===== config.mk =====
export PLATFORM = sky130hd
export DESIGN_NAME = ggp_cell
export DESIGN_NICKNAME = d
export VERILOG_FILES = /design/src/rtl/ggp_pkg.sv /design/src/rtl/ggp_cell.sv
export SDC_FILE = /design/constraint.sdc
export NUM_CORES = 1
export LEC_CHECK = 0
export BUFFER_PORTS_ARGS = -buffer_cell sky130_fd_sc_hd__buf_4
export CAP_MARGIN = 20
export CELL_PAD_IN_SITES_DETAIL_PLACEMENT = 2
export CELL_PAD_IN_SITES_GLOBAL_PLACEMENT = 2
export CORE_MARGIN = 1.5
export CORE_UTILIZATION = 29
export DETAILED_ROUTE_END_ITERATION = 16
export PLACE_DENSITY_LB_ADDON = 0.3
export SLEW_MARGIN = 20
export SYNTH_ARGS = -nofsm -noshare
export SYNTH_HDL_FRONTEND = slang
export SYNTH_SLANG_ARGS = --single-unit

===== constraint.sdc =====
create_clock -name clk -period 6.6 [get_ports clk]
set_clock_uncertainty 0.2 [all_clocks]
set_input_delay 1.32 -clock clk [delete_from_list [all_inputs] [get_ports clk]]
set_output_delay 1.32 -clock clk [all_outputs]
set_load 0.005 [all_outputs]

===== src/rtl/ggp_pkg.sv =====
// Shared types, constants and helpers of the go-to-goal controller.
// No dependencies.
`default_nettype none
package ggp_pkg;

  localparam int PI_Q12       = 12868;
  localparam int TWO_PI_Q12   = 25736;
  localparam int PI_Q16       = 205887;
  localparam int CORDIC_STEPS = 16;
  localparam int SQRT_STEPS   = 17;   // result bits of the root
  localparam int NUM_CELLS    = 17;   // max of the two step counts

  localparam logic [7:0] DIST_GAIN_RST = 8'd128;
  localparam logic [8:0] BEAR_GAIN_RST = 9'd256;
  localparam logic [6:0] DIST_TOL_RST  = 7'd102;
  localparam logic [6:0] HEAD_TOL_RST  = 7'd70;

  // register indexes
  localparam logic [2:0] REG_GOAL_X    = 3'd0;
  localparam logic [2:0] REG_GOAL_Y    = 3'd1;
  localparam logic [2:0] REG_GOAL_HEAD = 3'd2;
  localparam logic [2:0] REG_DIST_GAIN = 3'd3;
  localparam logic [2:0] REG_BEAR_GAIN = 3'd4;
  localparam logic [2:0] REG_DIST_TOL  = 3'd5;
  localparam logic [2:0] REG_HEAD_TOL  = 3'd6;

  // data handed from cell to cell
  typedef struct packed {
    logic               valid;
    logic signed [31:0] x;        // CORDIC vector
    logic signed [31:0] y;
    logic signed [21:0] z;        // angle, Q16
    logic        [34:0] rem;      // root remainder
    logic        [34:0] root;
    logic signed [14:0] hd;       // heading
    logic        [13:0] ferr_abs; // |final heading error|
    logic               zero;     // robot on the goal point
  } ggp_cell_t;

  function automatic logic signed [21:0] atan_q16(input logic [3:0] i);
    logic signed [21:0] t;
    unique case (i)
      4'd0:  t = 22'sd51472;
      4'd1:  t = 22'sd30386;
      4'd2:  t = 22'sd16055;
      4'd3:  t = 22'sd8150;
      4'd4:  t = 22'sd4091;
      4'd5:  t = 22'sd2047;
      4'd6:  t = 22'sd1024;
      4'd7:  t = 22'sd512;
      4'd8:  t = 22'sd256;
      4'd9:  t = 22'sd128;
      4'd10: t = 22'sd64;
      4'd11: t = 22'sd32;
      4'd12: t = 22'sd16;
      4'd13: t = 22'sd8;
      4'd14: t = 22'sd4;
      default: t = 22'sd2;
    endcase
    return t;
  endfunction

  // One fold into [-pi, pi]; inputs never exceed 3*pi in magnitude.
  function automatic logic signed [15:0] wrap_pi(input logic signed [16:0] e);
    logic signed [16:0] r;
    r = e;
    if (e > 17'sd12868) r = e - 17'sd25736;
    else if (e < -17'sd12868) r = e + 17'sd25736;
    return r[15:0];
  endfunction

endpackage
`default_nettype wire


===== src/rtl/ggp_cell.sv =====
// One cell of the chain: a square-root digit and, in the first CORDIC_STEPS cells, a CORDIC vectoring step.
// Depends on ggp_pkg.
`default_nettype none
module ggp_cell import ggp_pkg::*; #(
  parameter int IDX = 0
) (
  input  wire             clk,
  input  wire             rst_n,
  input  wire             en,
  input  wire ggp_cell_t  cell_in,
  output ggp_cell_t       cell_out
);

  localparam logic [34:0] SQ_BIT = 35'(1) << (2 * (SQRT_STEPS - 1 - IDX));

  ggp_cell_t cell_r, cell_nxt;
  logic signed [31:0] xs, ys;
  logic [34:0] trial;

  always_comb begin
    cell_nxt = cell_in;
    xs = cell_in.x >>> IDX;
    ys = cell_in.y >>> IDX;
    if (IDX < CORDIC_STEPS) begin
      if (cell_in.y > 32'sd0) begin
        cell_nxt.x = cell_in.x + ys;
        cell_nxt.y = cell_in.y - xs;
        cell_nxt.z = cell_in.z + atan_q16(4'(IDX));
      end else begin
        cell_nxt.x = cell_in.x - ys;
        cell_nxt.y = cell_in.y + xs;
        cell_nxt.z = cell_in.z - atan_q16(4'(IDX));
      end
    end
    trial = cell_in.root + SQ_BIT;
    if (cell_in.rem >= trial) begin
      cell_nxt.rem  = cell_in.rem - trial;
      cell_nxt.root = (cell_in.root >> 1) + SQ_BIT;
    end else begin
      cell_nxt.root = cell_in.root >> 1;
    end
  end

  // only the valid bit is cleared by reset; payload is don't-care then
  always_ff @(posedge clk) begin
    if (!rst_n) begin
      cell_r.valid <= 1'b0;
    end else if (en) begin
      cell_r <= cell_nxt;
    end
  end

  assign cell_out = cell_r;

endmodule
`default_nettype wire


After elaboration in Yosys (flattened, before gate mapping) --
Index checks and enable logic that the tools add are counted.
Word-level totals: register bits 187, output and inout port bits 187, word-level logic and storage cells 24
Operators by class: reductions and logical operators 1, $lt $le $gt $ge 2, add/sub/neg operators 8, muxes and demuxes 3
Operators by type and width (count):
- 2-to-1 mux 86 bit | 1
- subtractor 32 bit | 2
- adder 34 x 33 -> 35 bit (second input constant) | 1
- adder 35 x 33 -> 35 bit (second input constant) | 1
- >= comparator 35 bit | 1
- 2-to-1 mux 35 bit | 1
- subtractor 35 bit | 1
- 2-to-1 mux 34 bit | 1
- adder 32 bit | 1
- greater-than comparator 32 x 1 -> 1 bit (second input constant) | 1
- adder 22 x 17 -> 22 bit (second input constant) | 1
- subtractor 22 x 17 -> 22 bit (second input constant) | 1
- AND reduction 2 bit | 1

Longest topological paths before layout --
depth after elaboration 3, gate-level depth with buffers 16, depth with buffers taken out 14

Worst setup path after synthesis --
Ideal clock, no wire load.
path type input to register, start input port en, end register cell_r, in the netlist cell_out[0], enable pin, library setup time 0.567 ns, stages on the path 1, arrival 5.523 ns, path slack 0.310 ns, data required time 5.833 ns, cells stage by stage and2_1
Between the ends: cells in the longest elaborated chain, start to end 1
Ends and longest elaborated chain:
- start, declared | RTL line ggp_cell.sv:9 | input wire en,
- AND reduction 2 bit (no source line)
- end signal, assigned | RTL line ggp_cell.sv:49 | cell_r <= cell_nxt;
- end, declared | RTL line ggp_cell.sv:16 | ggp_cell_t cell_r, cell_nxt;
Every way passes these cells. A chain may end at the register's enable or synchronous reset.

==> run_results.csv <==
group,metric,value,unit
status,status,"finished clean",
worst_hold_path,hp-start,"cell_out[186]",
power,p_int,2.53,mW
setup_path,critical_path_capture_point_type,"register",
setup_path,critical_path_arrival,5210,ps
drt,detail_route.drc_violations,0,
power,combinationalPowerShare,32.8,%
place,dp_cells,2439,
yosys,synth-seq-cells,186,
die,placementRows,80,
sta,rsz0062_at_grt,"false",
die,num_io_pins,377,
layout,final_core_util,38.0,%
sta,fin_setup_tns,0,ps
yosys,synth-async-reset-ratio,0,%
setup_path,crit-reg2reg-launch,"cell_out[186]",
place,gp_congestion,0.846,
layout,num-nets-final,2184,
worst_hold_path,worst_hold_path_type,"register to register",
setup_path,crit_path_start,"cell_in[142]",
clock_network,cts_resized,0,
power,power.clock.fraction,28.6,%
global_route,global_route_overflow,0,
sta,max_clock_freq,0.194,GHz
yosys,mappedNetlistNets,1841,
setup_path,worst-path-buf-inv,1,
drt,routed_via_density,5.17,
sta,finalCritPeriodShare,78.1,%
yosys,yosysUniqueCellTypes,81,
layout,drive_gt1_share,24.2,%
sta,pin_slew_with_the_least_headroom_to_its_limit,1000,ps
sta,finalSetupViolCount,0,
yosys,post_synth_inst_count,1500,
yosys,synth_enable_flop_cells,185,
clock_network,cts_buffer_depth,2,
global_route,initial_antenna_violation_count,3,
power,switching_power_share_of_the_total,34.7,%
layout,sequential_cell_area,0.00558,mm2
yosys,proportion_of_synthesized_chip_area_in_sequential_cells,39.3,%
clock_network,cts_inserted_buffers,17,
yosys,leading_area_contributor_after_synthesis,"edfxtp_1",
setup_path,crit_chain,"buf_4 -> nor4_1 -> nand4_1 -> o21bai_4 -> ha_1 -> nor2b_1 -> o21ai_0 -> a21boi_1 -> nor4_1 -> o31ai_1 -> o41ai_2 -> o2111ai_1 -> a21oi_1 -> xnor2_1",
die,fp.coreArea,0.0479,mm2
yosys,post_synth_design_cell_area,0.0142,mm2
drt,detail_route.wirelength,55300,um
power,cellPowerDensity,213,mW/mm2
clock_network,cts_post_setup_buffers_inserted,0,
sta,number_of_slew_limit_violations_in_the_final_report,0,
yosys,postSynthAreaPerCell,9.45,um2
power,net-switching-power,1.35,mW
global_route,number_of_global_route_vias_before_repair,13900,
power,vdd_drop_max,0.181,mV
yosys,area_contributors_post_synth,"edfxtp_1 39%, ha_1 13%, a21oi_1 5.2%",
setup_path,cp_data_required_time,6660,ps
die,start_util,29.6,%
flow_run,maximum_capacitance_violations,0,
power,standby_leakage_power,7.98,nW
setup_path,setup.worst_path.start_class,"input port",
layout,largest_register_ff_count,186,
power,share_seq_of_total_power,38.7,%
clock_network,tritoncts_clock_tree,"yes",
sta,min_period,5150,ps
yosys,synth_largest_type_area_fraction,39.2,%
sta,post_route_worst_hold_slack,379,ps
setup_path,timing.critical_path.slowest_cell_delay,610,ps
drt,wl_per_cell,22.4,um
setup_path,worst-setup-path-type,"input port to register",
global_route,first_pass_grt_wire_length,83600,um
layout,multiInputGateArea,0.00781,mm2
drt,initialDrtViolationCount,653,
clock_network,cts.htree.levels,4,
place,port_buffers,376,
setup_path,critical-path-slowest-cell,"nor4_1",
setup_path,timing.critical_path.mode_cell,"nor4_1",
setup_path,critical_path.top_delay_family,"compound AO/OA/AOI/OAI gates",
sta,hold_viol,0,
clock_network,post_cts_hold_buffer_count,0,
global_route,track_usage,22.0,%
global_route,grt_max_degree,114,
yosys,ys_dominant_reg_cell,"edfxtp_1",
drt,antenna_violating_nets_post_route,0,
clock_network,path_clk_slew,90,ps
drt,detail_route.first_pass.iterations,5,
sta,slew_headroom,31.5,%
clock_network,clockRootBuffer,"clkbuf_16",
die,die_width,224,um
clock_network,clkLatencyLatePin,490,ps
clock_network,numClockSinks,186,
place,hpwlAfterDp,44400,um
yosys,synth-warning-count,0,
layout,area_delta_synth_final,28.6,%
setup_path,crit_path_max_fanout,8,
die,design.die.area,0.0502,mm2
drt,vias,12800,
layout,final_cells,2473,
die,die_h,224,um
layout,final.fill_count,5241,
-- worst reg2reg max path, stage by stage (launching register included) --
cell and delay (ps):
dfxtp_1 330, mux2i_1 130, nor2b_1 70
-- final cells by class --
cell class                 count  area share [%]
timing repair buffer         383            15.9
multi-input combinational   1108            42.8
antenna                        2          0.0275
sequential                   186            30.6
inverter                     147            3.03
clock inverter                15            1.06
clock buffer                  17            2.33
tap                          615            4.22
-- kinds of logic after synthesis --
group           Yosys count  share of synthesized area (%)
flops                   186                           39.3
simple gates            355                           12.1
buf+inv                 206                           5.67
compound gates          477                           21.3
xor+xnor                108                           6.67
fa+ha+maj               151                           13.6
mux                      17                           1.27
-- per-layer routing --
metal / share of wire, % / global-route usage [%] / up-vias
li1: - / - / 6092
met1: 43 / 26.5 / 6329
met2: 51 / 39.3 / 307
met3: 4.8 / 4.33 / 45
met4: 1.8 / 6.63 / 2
met5: 0.031 / 0 / -
-- worst paths after layout --
kind,end,slack (ps),cells after the start
worst max register to register,cell_out[186],5760,2
worst min-delay path,cell_out[186],380,2
worst max-delay path,cell_out[120],1450,14
worst min register to register,cell_out[186],380,2
-- cell usage after synthesis (all sizes together) (24+ instances only) --
cell type,count
a21oi,147
inv,147
o21ai,125
nand2,86
edfxtp,185
clkbuf,32
nor2b,24
a21o,60
xor2,25
nor3,25
nand3,24
ha,146
buf,27
xnor2,83
nor2,106
-- through the flow --
| step | instance area, um2 | power [mW] | setup slack [ps] |
|---|---|---|---|
| 2_1_floorplan | 14200 | 2.24 | 310 |
| 3_3_place_gp | 17600 | 2.76 | 1030 |
| 3_5_place_dp | 17600 | 2.80 | 775 |
| 4_1_cts | 18200 | 3.94 | 1330 |
| 5_1_grt | 18200 | 4.09 | 1070 |
| 6_report | 18200 | 3.88 | 1450 |
-- cells in the final DEF, fill, tap and decap left out, drive strengths merged, types with 6 or more instances in the layout --
cell    synthesis  layout
buf            27     383
edfxtp        185     185
inv           147     154
a21oi         147     147
ha            146     146
o21ai         125     125
nor2          106     106
nand2          86      86
xnor2          83      83
a21o           60      60
nor3           25      25
xor2           25      25
nand3          24      24
nor2b          24      24
o21bai         21      21
clkbuf         32      17
a211oi         17      17
nand4          16      16
nor4           16      16
nand2b         15      15
o21a           12      12
o211ai         12      12
o31ai          11      11
a31oi          11      11
mux2i           9       9
or3             9       9
or2             8       8
mux2            8       8
o22ai           7       7
and2            7       7
clkinv          0       7
a31o            6       6
-- power by group through the flow --
stage,clock network (mW),registers (mW),logic (mW)
finish,1.11,1.50,1.27
global route,1.18,1.51,1.40
CTS,1.15,1.50,1.29
detailed placement,0,1.53,1.27
global placement,0,1.52,1.24
floorplan,0,1.54,0.703
(Power assumes the default switching activity.)
